--- config.mk ---
export PLATFORM = sky130hd
export DESIGN_NAME = serial_frame_extractor_top
export DESIGN_NICKNAME = d
export VERILOG_FILES = /design/src/rtl/sfe_pkg.sv /design/src/rtl/sfe_ram.sv /design/src/rtl/sfe_ctrl.sv /design/src/rtl/sfe_dp.sv /design/src/rtl/serial_frame_extractor_top.sv
export SDC_FILE = /design/constraint.sdc
export NUM_CORES = 1
export LEC_CHECK = 0
export BUFFER_PORTS_ARGS = -buffer_cell sky130_fd_sc_hd__buf_4
export CAP_MARGIN = 20
export CORE_ASPECT_RATIO = 2
export CORE_MARGIN = 1
export CORE_UTILIZATION = 65
export CTS_BUF_LIST = sky130_fd_sc_hd__clkbuf_8
export DETAILED_ROUTE_END_ITERATION = 8
export GPL_TIMING_DRIVEN = 0
export PLACE_DENSITY = 0.86
export SLEW_MARGIN = 20
export SYNTH_ARGS = -nofsm -noshare
export SYNTH_HDL_FRONTEND = slang
export SYNTH_SLANG_ARGS = --single-unit
export TNS_END_PERCENT = 10
--- constraint.sdc ---
create_clock -name i_clk -period 6 [get_ports i_clk]
set_input_delay 0.3 -clock i_clk [delete_from_list [all_inputs] [get_ports i_clk]]
set_output_delay 0.3 -clock i_clk [all_outputs]
set_load 0.05 [all_outputs]
--- src/rtl/sfe_pkg.sv ---
package sfe_pkg;

    localparam int unsigned BYTE_W  = 8;
    localparam int unsigned POS_W   = 7;
    localparam int unsigned INDEX_W = 6;
    localparam int unsigned ACT_W   = 2;

    // configuration register indexes
    localparam logic REG_HEADER = 1'b0;
    localparam logic REG_TAIL   = 1'b1;

    localparam logic [7:0]  HEADER_RESET = 8'hAA;
    localparam logic [31:0] TAIL_RESET   = 32'hFFFC_FFFF;

    // command bytes that select the action
    localparam logic [7:0] CMD_LEAD    = 8'hAA;
    localparam logic [7:0] CMD_DEMAG   = 8'h08;
    localparam logic [7:0] CMD_DAMPING = 8'h09;

    localparam logic [ACT_W-1:0] ACT_NONE    = 2'd0;
    localparam logic [ACT_W-1:0] ACT_DEMAG   = 2'd1;
    localparam logic [ACT_W-1:0] ACT_DAMPING = 2'd2;

    typedef struct packed {
        logic accept;   // input transaction taken this cycle
        logic load;     // capture read data into the output register
        logic pop;      // output transaction taken this cycle
    } t_cmd;

    typedef struct packed {
        logic match;    // accepted byte closes a frame
        logic last;     // current read position is the final byte
    } t_status;

endpackage

--- src/rtl/sfe_ram.sv ---
module sfe_ram #(
    parameter int unsigned WIDTH = 8,
    parameter int unsigned DEPTH = 64
) (
    input  logic                     i_clk,
    input  logic                     i_we,
    input  logic [$clog2(DEPTH)-1:0] i_waddr,
    input  logic [WIDTH-1:0]         i_wdata,
    input  logic [$clog2(DEPTH)-1:0] i_raddr,
    output logic [WIDTH-1:0]         o_rdata
);

    logic [WIDTH-1:0] r_mem [DEPTH];
    logic [WIDTH-1:0] r_rdata;

    always_ff @(posedge i_clk) begin
        if (i_we) begin
            r_mem[i_waddr] <= i_wdata;
        end
        r_rdata <= r_mem[i_raddr];
    end

    assign o_rdata = r_rdata;

endmodule

--- src/rtl/sfe_ctrl.sv ---
module sfe_ctrl (
    input  logic             i_clk,
    input  logic             i_rst_n,
    input  logic             i_in_valid,
    input  logic             i_out_stall,
    input  sfe_pkg::t_status i_status,
    output sfe_pkg::t_cmd    o_cmd,
    output logic             o_in_stall,
    output logic             o_out_valid
);
    import sfe_pkg::*;

    localparam logic [1:0] S_IDLE = 2'd0;
    localparam logic [1:0] S_READ = 2'd1;
    localparam logic [1:0] S_LOAD = 2'd2;
    localparam logic [1:0] S_HOLD = 2'd3;

    logic [1:0] r_state;
    logic [1:0] n_state;

    always_comb begin
        o_cmd.accept = (r_state == S_IDLE) && i_in_valid;
        o_cmd.load   = (r_state == S_LOAD);
        o_cmd.pop    = (r_state == S_HOLD) && !i_out_stall;
    end

    always_comb begin
        n_state = r_state;
        case (r_state)
            S_IDLE: begin
                if (o_cmd.accept && i_status.match) begin
                    n_state = S_READ;
                end
            end
            S_READ: n_state = S_LOAD;
            S_LOAD: n_state = S_HOLD;
            S_HOLD: begin
                if (o_cmd.pop) begin
                    n_state = i_status.last ? S_IDLE : S_READ;
                end
            end
            default: n_state = S_IDLE;
        endcase
    end

    always_ff @(posedge i_clk) begin
        if (!i_rst_n) begin
            r_state <= S_IDLE;
        end else begin
            r_state <= n_state;
        end
    end

    assign o_in_stall  = (r_state != S_IDLE);
    assign o_out_valid = (r_state == S_HOLD);

endmodule

--- src/rtl/sfe_dp.sv ---
module sfe_dp #(
    parameter int unsigned FRAME_DEPTH = 64
) (
    input  logic                        i_clk,
    input  logic                        i_rst_n,
    input  sfe_pkg::t_cmd               i_cmd,
    output sfe_pkg::t_status            o_status,
    input  logic                        i_cfg_we,
    input  logic                        i_cfg_index,
    input  logic [31:0]                 i_cfg_data,
    input  logic [sfe_pkg::BYTE_W-1:0]  i_rx_byte,
    output logic [sfe_pkg::BYTE_W-1:0]  o_frame_byte,
    output logic [sfe_pkg::INDEX_W-1:0] o_byte_index,
    output logic                        o_last_byte,
    output logic [sfe_pkg::POS_W-1:0]   o_frame_length,
    output logic [sfe_pkg::ACT_W-1:0]   o_action
);
    import sfe_pkg::*;

    localparam int unsigned AW = $clog2(FRAME_DEPTH);
    localparam logic [POS_W-1:0] DEPTH_LIM = POS_W'(FRAME_DEPTH);

    logic [BYTE_W-1:0]  r_header;
    logic [31:0]        r_tail;
    logic [POS_W-1:0]   r_wpos;
    logic [31:0]        r_window;
    logic [BYTE_W-1:0]  r_byte0;
    logic [BYTE_W-1:0]  r_byte1;
    logic [POS_W-1:0]   r_len;
    logic [ACT_W-1:0]   r_act;
    logic [AW-1:0]      r_rd;
    logic [BYTE_W-1:0]  r_frame_byte;
    logic [INDEX_W-1:0] r_byte_index;
    logic               r_last_byte;

    logic [31:0]        n_window;
    logic [POS_W-1:0]   n_wpos;
    logic [POS_W-1:0]   n_len;
    logic [ACT_W-1:0]   n_act;
    logic [BYTE_W-1:0]  n_byte0;
    logic [BYTE_W-1:0]  n_byte1;
    logic               drop;
    logic               store;
    logic               rd_last;
    logic [BYTE_W-1:0]  rdata;

    always_comb begin
        drop     = (r_wpos == '0) && (i_rx_byte != r_header);
        store    = i_cmd.accept && !drop && (r_wpos < DEPTH_LIM);
        n_window = {r_window[23:0], i_rx_byte};
        n_wpos   = store ? r_wpos + POS_W'(1) : r_wpos;
        n_byte0  = (store && r_wpos == POS_W'(0)) ? i_rx_byte : r_byte0;
        n_byte1  = (store && r_wpos == POS_W'(1)) ? i_rx_byte : r_byte1;
        n_len    = n_wpos;
        n_act    = ACT_NONE;
        if (n_len > POS_W'(2) && n_byte0 == CMD_LEAD) begin
            if (n_byte1 == CMD_DEMAG) begin
                n_act = ACT_DEMAG;
            end else if (n_byte1 == CMD_DAMPING) begin
                n_act = ACT_DAMPING;
            end
        end
        rd_last = (POS_W'(r_rd) + POS_W'(1)) == r_len;
    end

    assign o_status.match = !drop && (n_window == r_tail);
    assign o_status.last  = r_last_byte;

    always_ff @(posedge i_clk) begin
        if (!i_rst_n) begin
            r_header <= HEADER_RESET;
            r_tail   <= TAIL_RESET;
            r_wpos   <= '0;
            r_window <= '0;
        end else begin
            if (i_cfg_we) begin
                case (i_cfg_index)
                    REG_HEADER: r_header <= i_cfg_data[BYTE_W-1:0];
                    REG_TAIL:   r_tail   <= i_cfg_data;
                    default:    r_tail   <= r_tail;
                endcase
            end
            if (i_cmd.accept && !drop) begin
                if (o_status.match) begin
                    r_wpos   <= '0;
                    r_window <= '0;
                end else begin
                    r_wpos   <= n_wpos;
                    r_window <= n_window;
                end
            end
        end
    end

    // frame snapshot and read pointer
    always_ff @(posedge i_clk) begin
        r_byte0 <= n_byte0;
        r_byte1 <= n_byte1;
        if (i_cmd.accept && o_status.match) begin
            r_len <= n_len;
            r_act <= n_act;
            r_rd  <= '0;
        end else if (i_cmd.pop) begin
            r_rd <= r_rd + AW'(1);
        end
        if (i_cmd.load) begin
            r_frame_byte <= rdata;
            r_byte_index <= INDEX_W'(r_rd);
            r_last_byte  <= rd_last;
        end
    end

    sfe_ram #(
        .WIDTH (BYTE_W),
        .DEPTH (FRAME_DEPTH)
    ) u_store (
        .i_clk   (i_clk),
        .i_we    (store),
        .i_waddr (r_wpos[AW-1:0]),
        .i_wdata (i_rx_byte),
        .i_raddr (r_rd),
        .o_rdata (rdata)
    );

    assign o_frame_byte   = r_frame_byte;
    assign o_byte_index   = r_byte_index;
    assign o_last_byte    = r_last_byte;
    assign o_frame_length = r_len;
    assign o_action       = r_act;

endmodule

--- src/rtl/serial_frame_extractor_top.sv ---
// Serial frame extractor: pulls header/tail framed messages out of a UART byte stream.
// Input channel (i_in_valid / o_in_stall / i_rx_byte): one received byte per
// transaction. Bytes that arrive with no frame open and do not equal the header
// byte are dropped. Accepted bytes are stored up to FRAME_DEPTH; further bytes
// only feed the tail window.
// Output channel (o_out_valid / i_out_stall): one transaction per stored byte of
// a completed frame, with its index, a last mark, the frame length and the action.
// Config channel (i_cfg_valid / o_cfg_ready): index 0 header byte, index 1 tail
// pattern; always ready, write it only while idle.
// A byte that does not close a frame leaves the input ready for the next byte. A
// closing byte starts a dump; each frame byte passes through the store read, output
// load and hold states; the read state waits on the registered read port of the store.
// The first frame byte is valid in the hold state that follows the read and load states.
// Input is stalled during a dump. While i_out_stall is high the output payload
// and valid hold. Reset clears the position, the window, the controller and
// loads the default header (0xAA) and tail (0xFFFCFFFF); the store is not cleared.
module serial_frame_extractor_top #(
    parameter int unsigned FRAME_DEPTH = 64
) (
    input  logic                        i_clk,
    input  logic                        i_rst_n,
    // input byte channel
    input  logic                        i_in_valid,
    output logic                        o_in_stall,
    input  logic [sfe_pkg::BYTE_W-1:0]  i_rx_byte,
    // frame output channel
    output logic                        o_out_valid,
    input  logic                        i_out_stall,
    output logic [sfe_pkg::BYTE_W-1:0]  o_frame_byte,
    output logic [sfe_pkg::INDEX_W-1:0] o_byte_index,
    output logic                        o_last_byte,
    output logic [sfe_pkg::POS_W-1:0]   o_frame_length,
    output logic [sfe_pkg::ACT_W-1:0]   o_action,
    // configuration write channel
    input  logic                        i_cfg_valid,
    output logic                        o_cfg_ready,
    input  logic                        i_cfg_index,
    input  logic [31:0]                 i_cfg_data
);
    import sfe_pkg::*;

    t_cmd    cmd;
    t_status status;

    // registers take a write in any cycle
    assign o_cfg_ready = 1'b1;

    sfe_ctrl u_ctrl (
        .i_clk       (i_clk),
        .i_rst_n     (i_rst_n),
        .i_in_valid  (i_in_valid),
        .i_out_stall (i_out_stall),
        .i_status    (status),
        .o_cmd       (cmd),
        .o_in_stall  (o_in_stall),
        .o_out_valid (o_out_valid)
    );

    // store, window, tail compare and output register
    sfe_dp #(
        .FRAME_DEPTH (FRAME_DEPTH)
    ) u_dp (
        .i_clk          (i_clk),
        .i_rst_n        (i_rst_n),
        .i_cmd          (cmd),
        .o_status       (status),
        .i_cfg_we       (i_cfg_valid && o_cfg_ready),
        .i_cfg_index    (i_cfg_index),
        .i_cfg_data     (i_cfg_data),
        .i_rx_byte      (i_rx_byte),
        .o_frame_byte   (o_frame_byte),
        .o_byte_index   (o_byte_index),
        .o_last_byte    (o_last_byte),
        .o_frame_length (o_frame_length),
        .o_action       (o_action)
    );

endmodule
# == Yosys cells after proc, flatten, opt, wreduce, memory -nomap -nowiden ==
# Memory sizes are Yosys's and may differ from the RTL's. A register that Yosys moved wholly into a read port is not among the register bits.
# Index checks and enable logic that the tools add are counted.
# word_totals
register_bits,119
wordCells,66
ramBits,512
in_bits,46
output_inout_bits,27
memories,1
# mem_list
memory,words,width,rd,rd_ports_with_merged_regs,wr,line,source
u_dp.u_store.r_mem,64,8,1,1,1,sfe_ram.sv:13,logic [WIDTH-1:0] r_mem [DEPTH];
# op_classes
n_bitwise,2
n_eq_ne,12
mux,13
addsub,3
order_cmp,2
n_reduce_logical,19
# ops
cell,n
$eq A32 B32 Y1,1
$mux W24,1
$eq A8 B4 Y1 const B,2
$mux W8,2
$mux W7,2
$logic_and A1 B1 Y1,10
$eq A8 B8 Y1 const B,1
$ne A8 B8 Y1,1
$pmux W2 S4,1
$add A6 B1 Y7 const B,1
$add A7 B1 Y7 const B,1
$eq A7 B1 Y1 const B,1
$eq A7 B7 Y1,1
$gt A7 B2 Y1 const B,1
$logic_not A7 Y1,1
$lt A7 B7 Y1 const B,1
$add A6 B1 Y6 const B,1
$mux W2,3
$reduce_and A2 Y1,3
$eq A2 B2 Y1 const B,2
$mux W1,4
$eq A2 B1 Y1 const B,1
$logic_not A1 Y1,2
$logic_not A2 Y1,1
5 further kinds,6

# == Depth between registers and ports, before layout ==
# Gate-level depths: netlist of the first run.
# logic_depth
ltp_word,11
mapped_depth,8
depth_no_buf,8

# == By module ==
# A second synthesis of the first run with hierarchy kept.
# hier_totals
cells_unflattened,1503
area_unflattened_um2,25425.6
# by_module_without_submodules
mod,seq_area_each_um2,area_each_um2,cells_per_inst,instances
sfe_ram,15534.9,20166.8,940,1
sfe_dp,2582.5,5066.1,540,1
sfe_ctrl,40.0,181.4,21,1
serial_frame_extractor_top,0.0,11.3,2,1

# == Worst setup path before layout of the first run ==
# No wires, ideal clock.
# synth_timing
path_type,flip-flop to flip-flop
startpoint,register u_dp.r_rd[0]
endpoint,register u_dp.u_store.r_rdata[0] (netlist: u_dp.u_store.o_rdata[0]) (read register of u_dp.u_store.r_mem)
setup_slack_ns,3.293
arrival_time_ns,2.587
path_buffers,3
setup_time_ns,0.120
stages_incl_launch_ff,8
t_required_ns,5.880
synth_period_minus_slack_ns,2.707
path_cell_list,dfxtp_1 clkbuf_1 clkbuf_1 buf_1 mux4_2 mux4_2 a22oi_1 nand2_1
# synth_lines
item,line,source
from (decl),sfe_dp.sv:31,logic [AW-1:0] r_rd;
from (signal assigned),sfe_dp.sv:104,r_rd <= r_rd + AW'(1);
to (decl),sfe_ram.sv:14,logic [WIDTH-1:0] r_rdata;

# == Worst setup path after layout of the first run ==
# layout_timing
startpoint,input i_rx_byte[5] (netlist name)
endpoint,"memory u_dp.u_store.r_mem[25][1], enable pin"
# layout_between
elab_chain_len,7
# layout_rtl
item,line,source
from (decl),serial_frame_extractor_top.sv:25,"input logic [sfe_pkg::BYTE_W-1:0] i_rx_byte,"
$ne A8 B8 Y1,sfe_dp.sv:48,drop = (r_wpos == '0) && (i_rx_byte != r_header);
$logic_and A1 B1 Y1,sfe_dp.sv:48,
$logic_not A1 Y1,sfe_dp.sv:49,store = i_cmd.accept && !drop && (r_wpos < DEPTH_LIM);
$logic_and A1 B1 Y1 (2 in series),sfe_dp.sv:49,
$mux W1,sfe_ram.sv:17,if (i_we) begin
$mux W1 (implied by the code),sfe_ram.sv:18,r_mem[i_waddr] <= i_wdata;
to (decl),sfe_ram.sv:13,
# Every way passes these cells.

==> impl_metrics.json, run 1 <==
{
  "final_min_period_over_clock_period_pct": 74.0,
  "synth_edf_count": 536,
  "crit_path_max_fanout": 65,
  "ctsLongestPathBuffers": 3,
  "share_clk_of_total_power_pct": 36.7,
  "pwr_density_cell_nw_per_um2": 313,
  "finalMaxSlewViolations": 0,
  "yosys.cell_types.count": 55,
  "fp.dieArea_um2": 39400,
  "clock_skew_ns": 0.0287,
  "timing.final.setup_violations": 0,
  "dp_hpwl_um": 41300,
  "syn_nets": 1461,
  "synth-seq-area-share_pct": 72.5,
  "relSlewSlack_pct": 30.2,
  "floorplan.die.height_um": 280,
  "most_instantiated_cells_after_synthesis": "sky130_fd_sc_hd__edfxtp_1, sky130_fd_sc_hd__mux4_2, sky130_fd_sc_hd__nand2_1",
  "timing_worst_slew_pin_value_ns": 1.05,
  "power_leakage_uw": 0.00899,
  "fp.dieW_um": 141,
  "synth_top_area_share_pct": 64.3,
  "drtAntennaViolNets": 0,
  "rsz0062_at_grt": "false",
  "clock_sinks": 639,
  "syn_inst": 1407,
  "fin_hold_viols": 0,
  "async_reset_ff_share_pct": 0,
  "start_util_pct": 66.0,
  "post-cts-setup-buffers": 0,
  "fin_worst_hold_slack_ns": 0.0793,
  "critical_path_required_time_ns": 6.25,
  "drt-total-wl_um": 62100,
  "layout-drive-gt1-share_pct": 22.7,
  "clkLatencyLatePin_ns": 0.65,
  "worstPathArrival_ns": 4.69,
  "grt_pass1_wl_um": 91400,
  "cp_max_stage_cell": "sky130_fd_sc_hd__nor2_1",
  "power.share.combinational_pct": 8.0,
  "p_switching_uw": 1990,
  "critical-path-max-stage-delay_ns": 0.91,
  "cts-buffers-inserted": 80,
  "finalSetupTns_ns": 0,
  "yosysWarningCount": 0,
  "cts_resized": 0,
  "cts_htree_levels": 3,
  "fp-row-count": 101,
  "finish.net_count": 1647,
  "layout.cells.non_filler": 2123,
  "num_io_pins": 73,
  "grt_pass1_vias": 14664,
  "share_seq_of_total_power_pct": 55.3,
  "startpoint_type": "input port",
  "critical_path_class": "input port to flop",
  "synth_ff_type": "sky130_fd_sc_hd__edfxtp_1",
  "cts_tree": "done",
  "track_usage_pct": 33.1,
  "detail_route.first_pass.iterations": 5,
  "grt_max_degree": 71,
  "overflow": 0,
  "yosys.area.top_type": "sky130_fd_sc_hd__edfxtp_1",
  "placement.io_buffers": 71,
  "worstPathCellList": "buf_4 -> clkbuf_1 -> xnor2_1 -> nand4_1 -> o21ba_2 -> nor2_1 -> clkbuf_1 -> nand3_1 -> nor2_1",
  "dp_cells": 1941,
  "hold_crit_class": "input port to flop",
  "antenna_violations_before_repair": 1,
  "area_delta_synth_final_pct": 12.3,
  "cellInternalPower_uw": 6790,
  "drc_errors": 0,
  "synth-seq-cells": 639,
  "fp.coreArea_um2": 37900,
  "fmax_ghz": 0.225,
  "endpoint_kind": "flop",
  "ir_drop_mv": 0.254,
  "vias_per_cell": 6.68,
  "drv_cap": 0,
  "post_drt_wl_per_cell_um": 29.3,
  "post_synth_main_area_contributors": "sky130_fd_sc_hd__edfxtp_1, sky130_fd_sc_hd__mux4_2, sky130_fd_sc_hd__dfxtp_1",
  "synth.cell_area_um2": 25000,
  "post_synth.cell_area_avg_um2": 17.8,
  "period_minus_slack_ns": 4.44,
  "final_util_pct": 74.2,
  "gp_congestion": 1.02,
  "p_sw_share_pct": 22.7,
  "worst_setup_hold_path_clk_slew_ns": 0.07,
  "vias": 14174,
  "outcome": "completed",
  "violation_count_after_the_first_detailed_routing_iteration": 1416,
  "clock_tree.root_cell": "sky130_fd_sc_hd__clkbuf_8",
  "yosysMostFrequentCell": "sky130_fd_sc_hd__edfxtp_1"
}
-- cells by family after synthesis --
group	after synthesis	share of synthesized area [%]
compound gates	78	1.97
xor+xnor	56	1.96
fa+ha+maj	8	0.400
buf+inv	89	1.35
flops	639	72.5
mux	179	15.2
other cells	1	0.0150
simple gates	357	6.54
-- final timing paths --
path                                               from                         to  slack [ns]  cells past startpoint
worst max-delay path                       i_rx_byte[5]  u_dp.u_store.r_mem[25][1]        1.56                      9
worst min-delay path                            i_rst_n             u_dp.r_wpos[2]        0.08                      3
worst max register to register           u_dp.r_wpos[0]  u_dp.u_store.r_mem[25][1]        1.93                      8
worst min register to register  u_dp.u_store.o_rdata[4]       u_dp.o_frame_byte[4]        0.40                      0
-- through the flow --
| stage | area, µm² | total power, µW | setup WS, ns |
|---|---|---|---|
| 2_1_floorplan | 25000 | 5390 | 3.29 |
| 3_3_place_gp | 26100 | 5610 | 1.19 |
| 3_5_place_dp | 26100 | 5640 | 1.10 |
| 4_1_cts | 28100 | 8790 | 1.72 |
| 5_1_grt | 28100 | 9000 | 1.54 |
| 6_report | 28100 | 8790 | 1.56 |
-- worst max-delay path: cells and delay by family --
family	cells	cell delay [ns]
AO/OA/AOI/OAI	1	0.32
XOR/XNOR	1	0.21
buffers and inverters	3	1.62
AND/OR/NAND/NOR	4	2.13
-- flip-flops by register name, summed over array words and instances (netlist names), 8 cells and up --
name	count
u_dp.o_frame_byte	8
u_dp.u_store.r_mem	512
u_dp.u_store.o_rdata	8
u_dp.r_header	8
u_dp.r_byte0	8
u_dp.r_tail	32
u_dp.r_byte1	8
u_dp.r_window	24
-- power by group through the flow --
stage | Combinational [µW] | Clock [µW] | Sequential [µW]
CTS | 703 | 3230 | 4860
global placement | 660 | 0 | 4950
detailed placement | 681 | 0 | 4950
global route | 742 | 3400 | 4860
floorplan | 438 | 0 | 4950
finish | 704 | 3230 | 4860
-- routing by layer --
metal,share of wire [%],track usage (%),vias to the layer above
li1,-,-,5894
met1,31,35.0,7117
met2,54,59.4,910
met3,7.1,5.38,253
met4,7.8,24.1,0
met5,0,0,-
-- what timing repair did --
action	CTS	global route
hold buffers	33	0
endpoints found under the setup margin	0	0
hold endpoints to repair	41	0
-- area by class of cell --
| cell class | instances | area [µm²] |
|---|---|---|
| repair buffers | 104 | 863 |
| inverters | 8 | 30.0 |
| clock buffers | 86 | 1180 |
| well taps | 463 | 579 |
| diodes | 1 | 2.50 |
| flip-flops and latches | 639 | 18200 |
| plain buffers | 81 | 313 |
| fillers | 2044 | 9800 |
| clock inverters | 62 | 448 |
| multi-input cells | 679 | 6540 |
-- placed cells by master, fill, tap and decap left out, drive strengths merged, types with 4 or more instances in the layout --
cell	netlist	layout
edfxtp	536	536
mux4	160	160
clkbuf	62	150
nand2	138	138
dfxtp	103	103
buf	19	88
nor2	86	86
nand3	72	72
xnor2	49	49
a21oi	40	40
clkinv	1	37
dlygate4sd3	0	33
inv	7	25
mux2	16	16
a22oi	16	16
nand4	12	12
ha	8	8
xor2	7	7
nor3	7	7
bufinv	0	7
and2	6	6
nor2b	5	5
nor4	5	5
or2	4	4
nand2b	4	4
No activity file was read; power rests on OpenSTA's default activity.
==> run 2, diff against run 1 <==
--- a/config.mk
+++ b/config.mk
@@ -5,15 +5,16 @@
 export SDC_FILE = /design/constraint.sdc
 export NUM_CORES = 1
 export LEC_CHECK = 0
+export ABC_AREA = 1
 export BUFFER_PORTS_ARGS = -buffer_cell sky130_fd_sc_hd__buf_4
 export CAP_MARGIN = 20
 export CORE_ASPECT_RATIO = 2
 export CORE_MARGIN = 1
-export CORE_UTILIZATION = 65
+export CORE_UTILIZATION = 58
 export CTS_BUF_LIST = sky130_fd_sc_hd__clkbuf_8
 export DETAILED_ROUTE_END_ITERATION = 8
 export GPL_TIMING_DRIVEN = 0
-export PLACE_DENSITY = 0.86
+export PLACE_DENSITY = 0.81
 export SLEW_MARGIN = 20
 export SYNTH_ARGS = -nofsm -noshare
 export SYNTH_HDL_FRONTEND = slang
==> constraint.sdc (replaced) <==
create_clock -name i_clk -period 3.8 [get_ports i_clk]
set_input_delay 0.19 -clock i_clk [delete_from_list [all_inputs] [get_ports i_clk]]
set_output_delay 0.19 -clock i_clk [all_outputs]
set_load 0.05 [all_outputs]
==> run 2 against run 1 <==
The run now ends with setup timing left. Die area increased by 15%. Register-to-register slack worse by 2.1 ns. Clock skew is 0.0016 ns higher. Sequential share of layout area fell by 2.5 points. Cell count grew 45%. Via count is 43% higher. Setup slack lost 1.8 ns. Global-route usage up 9.1 points. Flip-flop and latch count unchanged. Critical path depth rose by 1. Non-clock buffer count is 72 higher. Area after synthesis grew 3.1%. Critical endpoint is now u_dp.u_store.r_mem[41][7]. Largest cell class unchanged. Highest routed layer is now met5.
==> impl_metrics.json, run 2 <==
{
  "clkLatencyLatePin_ns": 0.68,
  "track_usage_pct": 42.2,
  "drtAntennaViolNets": 0,
  "dp_slack_ns": -0.595,
  "mostFrequentLayoutCell": "sky130_fd_sc_hd__edfxtp_1",
  "area_delta_synth_final_pct": 13.2,
  "outcome": "finished, violations left",
  "synthSimpleGateAreaFrac_pct": 12.0,
  "syn_inst": 2253,
  "pwr_density_cell_nw_per_um2": 473,
  "clock_skew_ns": 0.0303,
  "yosysMostFrequentCell": "sky130_fd_sc_hd__edfxtp_1",
  "fin_hold_viols": 0,
  "cpMostUsedCell": "sky130_fd_sc_hd__inv_1",
  "timing_worst_slew_pin_value_ns": 1.19,
  "report.power.total_uw": 13800,
  "detail_route.first_pass.iterations": 8,
  "power_leakage_uw": 0.00996,
  "post_synth_main_area_contributors": "sky130_fd_sc_hd__edfxtp_1, sky130_fd_sc_hd__dfxtp_1, sky130_fd_sc_hd__o21ai_0",
  "wl_met1_um": 26600,
  "met3RoutedLength_um": 9920,
  "async_reset_ff_share_pct": 0,
  "largest_register_ff_count": 512,
  "startpoint_type": "flop",
  "dp_hpwl_um": 62400,
  "start_util_pct": 58.6,
  "commonest_cells_after_routing_fill_and_taps_aside": "sky130_fd_sc_hd__edfxtp_1, sky130_fd_sc_hd__nor2_1, sky130_fd_sc_hd__o21ai_0, sky130_fd_sc_hd__nand2_1, sky130_fd_sc_hd__o22ai_1",
  "gp_congestion": 1.04,
  "endpoint_kind": "flop",
  "synth_top_area_share_pct": 62.3,
  "clock_sinks": 639,
  "fp.dieArea_um2": 45400,
  "yosysWarningCount": 0,
  "buffer_and_inverter_count_on_the_worst_path": 4,
  "post_synth_xor_area_fraction_pct": 1.05,
  "synth-seq-cells": 639,
  "post_synth.cell_area_avg_um2": 11.5,
  "ctsLongestPathBuffers": 3,
  "drc_errors": 0,
  "synth.cell_area_um2": 25800,
  "clock_tree.root_cell": "sky130_fd_sc_hd__clkbuf_8",
  "cp_max_stage_cell": "sky130_fd_sc_hd__nor2_1",
  "cts_tree": "done",
  "top_signal_layer_used": "met5",
  "drv_cap": 0,
  "placement.io_buffers": 71,
  "cts-buffers-inserted": 81,
  "floorplan.die.height_um": 300,
  "cts_htree_levels": 3,
  "synth_compound_area_share_pct": 12.5,
  "violation_count_after_the_first_detailed_routing_iteration": 2953,
  "failed_checks": "setup timing",
  "finalMaxSlewViolations": 0,
  "grt_pass1_vias": 20068,
  "synthAdderAreaFrac_pct": 0.388,
  "timing.final.setup_violations": 185,
  "worstPathCellList": "clkbuf_1 -> inv_1 -> ha_1 -> inv_1 -> nor3_4 -> nand2_2 -> nand3_1 -> inv_2 -> nand4_1 -> nor2_1",
  "grt_pass1_wl_um": 131000,
  "critical-path-top-delay-family": "simple AND/OR/NAND/NOR gates",
  "most_instantiated_cells_after_synthesis": "sky130_fd_sc_hd__edfxtp_1, sky130_fd_sc_hd__nor2_1, sky130_fd_sc_hd__o21ai_0",
  "relSlewSlack_pct": 20.6,
  "synth-seq-area-share_pct": 70.3,
  "finalSetupTns_ns": -15.31,
  "worstPathArrival_ns": 4.29,
  "vias": 20258,
  "final_worst_slack_ns": -0.210,
  "ir_drop_mv": 0.392,
  "antenna_violations_before_repair": 4,
  "fp.dieW_um": 151,
  "largest_family_of_logic_cells_by_synthesized_area": "compound AO/OA/AOI/OAI gates",
  "syn_nets": 2307,
  "largest_registers": "u_dp.u_store.r_mem x512, u_dp.r_tail x32, u_dp.r_window x24",
  "hold_crit_class": "input port to flop",
  "drt-total-wl_um": 93100,
  "final_min_period_over_clock_period_pct": 106,
  "fp.coreArea_um2": 44100,
  "synth_ff_type": "sky130_fd_sc_hd__edfxtp_1",
  "rsz0062_at_grt": "true",
  "critical_path_required_time_ns": 4.08,
  "synth.mux.area_fraction_pct": 0,
  "worst_setup_hold_path_clk_slew_ns": 0.08,
  "n_fill_cell": 3196,
  "fmax_ghz": 0.249,
  "finish.net_count": 2505,
  "grt_max_degree": 71,
  "layout-drive-gt1-share_pct": 12.1,
  "fp-row-count": 109,
  "crit_path_max_fanout": 9,
  "synth_edf_count": 536,
  "period_minus_slack_ns": 4.01,
  "critical-path-max-stage-delay_ns": 1.01,
  "post_drt_wl_per_cell_um": 30.3,
  "critical_path_class": "flop to flop",
  "overflow": 0,
  "yosys.cell_types.count": 40,
  "max_flop_register": "u_dp.u_store.r_mem",
  "met2_length_um": 45600,
  "vias_per_cell": 6.60,
  "yosys.area.top_type": "sky130_fd_sc_hd__edfxtp_1",
  "num_io_pins": 73
}
-- run 2: cell type report --
type / count / area, µm² / share of cell area [%]
Antenna cell: 1 / 2.50 / 0.00856
Clock buffer: 85 / 1170 / 4.00
Sequential cell: 639 / 18200 / 62.1
Buffer: 142 / 606 / 2.07
Multi-Input combinational cell: 1383 / 6870 / 23.5
Timing Repair Buffer: 115 / 958 / 3.28
Inverter: 89 / 334 / 1.14
Tap cell: 555 / 694 / 2.38
Clock inverter: 61 / 437 / 1.49
-- run 2: metal layers --
layer	vias to the layer above	GRT usage, %
li1	8443	-
met1	9641	42.2
met2	1641	69.7
met3	527	10.6
met4	6	40.6
met5	-	0.556
-- run 2: kinds of logic (layout without fill, tap and decap cells) --
kind of cell | after synthesis | after routing
other cells | 1 | 2
xor+xnor | 31 | 31
buf+inv | 231 | 492
fa+ha+maj | 8 | 8
simple gates | 765 | 765
flops | 639 | 639
compound gates | 578 | 578
-- run 2: path summary, 6_finish.rpt --
check	start	cells after the start	slack (ns)	end
setup / recovery	u_dp.r_wpos[0]	10	-0.21	u_dp.u_store.r_mem[41][7]
setup reg to reg	u_dp.r_wpos[0]	10	-0.21	u_dp.u_store.r_mem[41][7]
hold / removal	i_rx_byte[6]	1	0.12	u_dp.u_store.r_mem[8][6]
hold reg to reg	u_dp.u_store.o_rdata[4]	0	0.41	u_dp.o_frame_byte[4]
-- run 2: power breakdown --
part | switching [µW] | total (µW) | internal (µW)
Sequential | 27.5 | 7660 | 7630
Combinational | 814 | 1090 | 271
Clock | 2580 | 5090 | 2510
Total | 3420 | 13800 | 10400
-- run 2: stage by stage --
| step | util, % | area [µm²] | std cells | hold slack (ns) |
|---|---|---|---|---|
| global route | 66.3 | 29200 | 3070 | 0.129 |
| global placement | 61.4 | 27000 | 2879 | 0.386 |
| finish | 66.3 | 29200 | 3070 | 0.124 |
| CTS | 66.0 | 29100 | 3063 | 0.126 |
| floorplan | - | 25800 | 2253 | 0.289 |
| detailed placement | 61.4 | 27100 | 2879 | 0.395 |
-- run 2: what timing repair did --
item                                    4_1_cts  5_1_grt
pin swaps                                     0        1
endpoints found under the setup margin      132      501
hold endpoints to repair                     44        0
hold buffers                                 38        0
resized for setup                             6       41
setup buffers                                 0        6
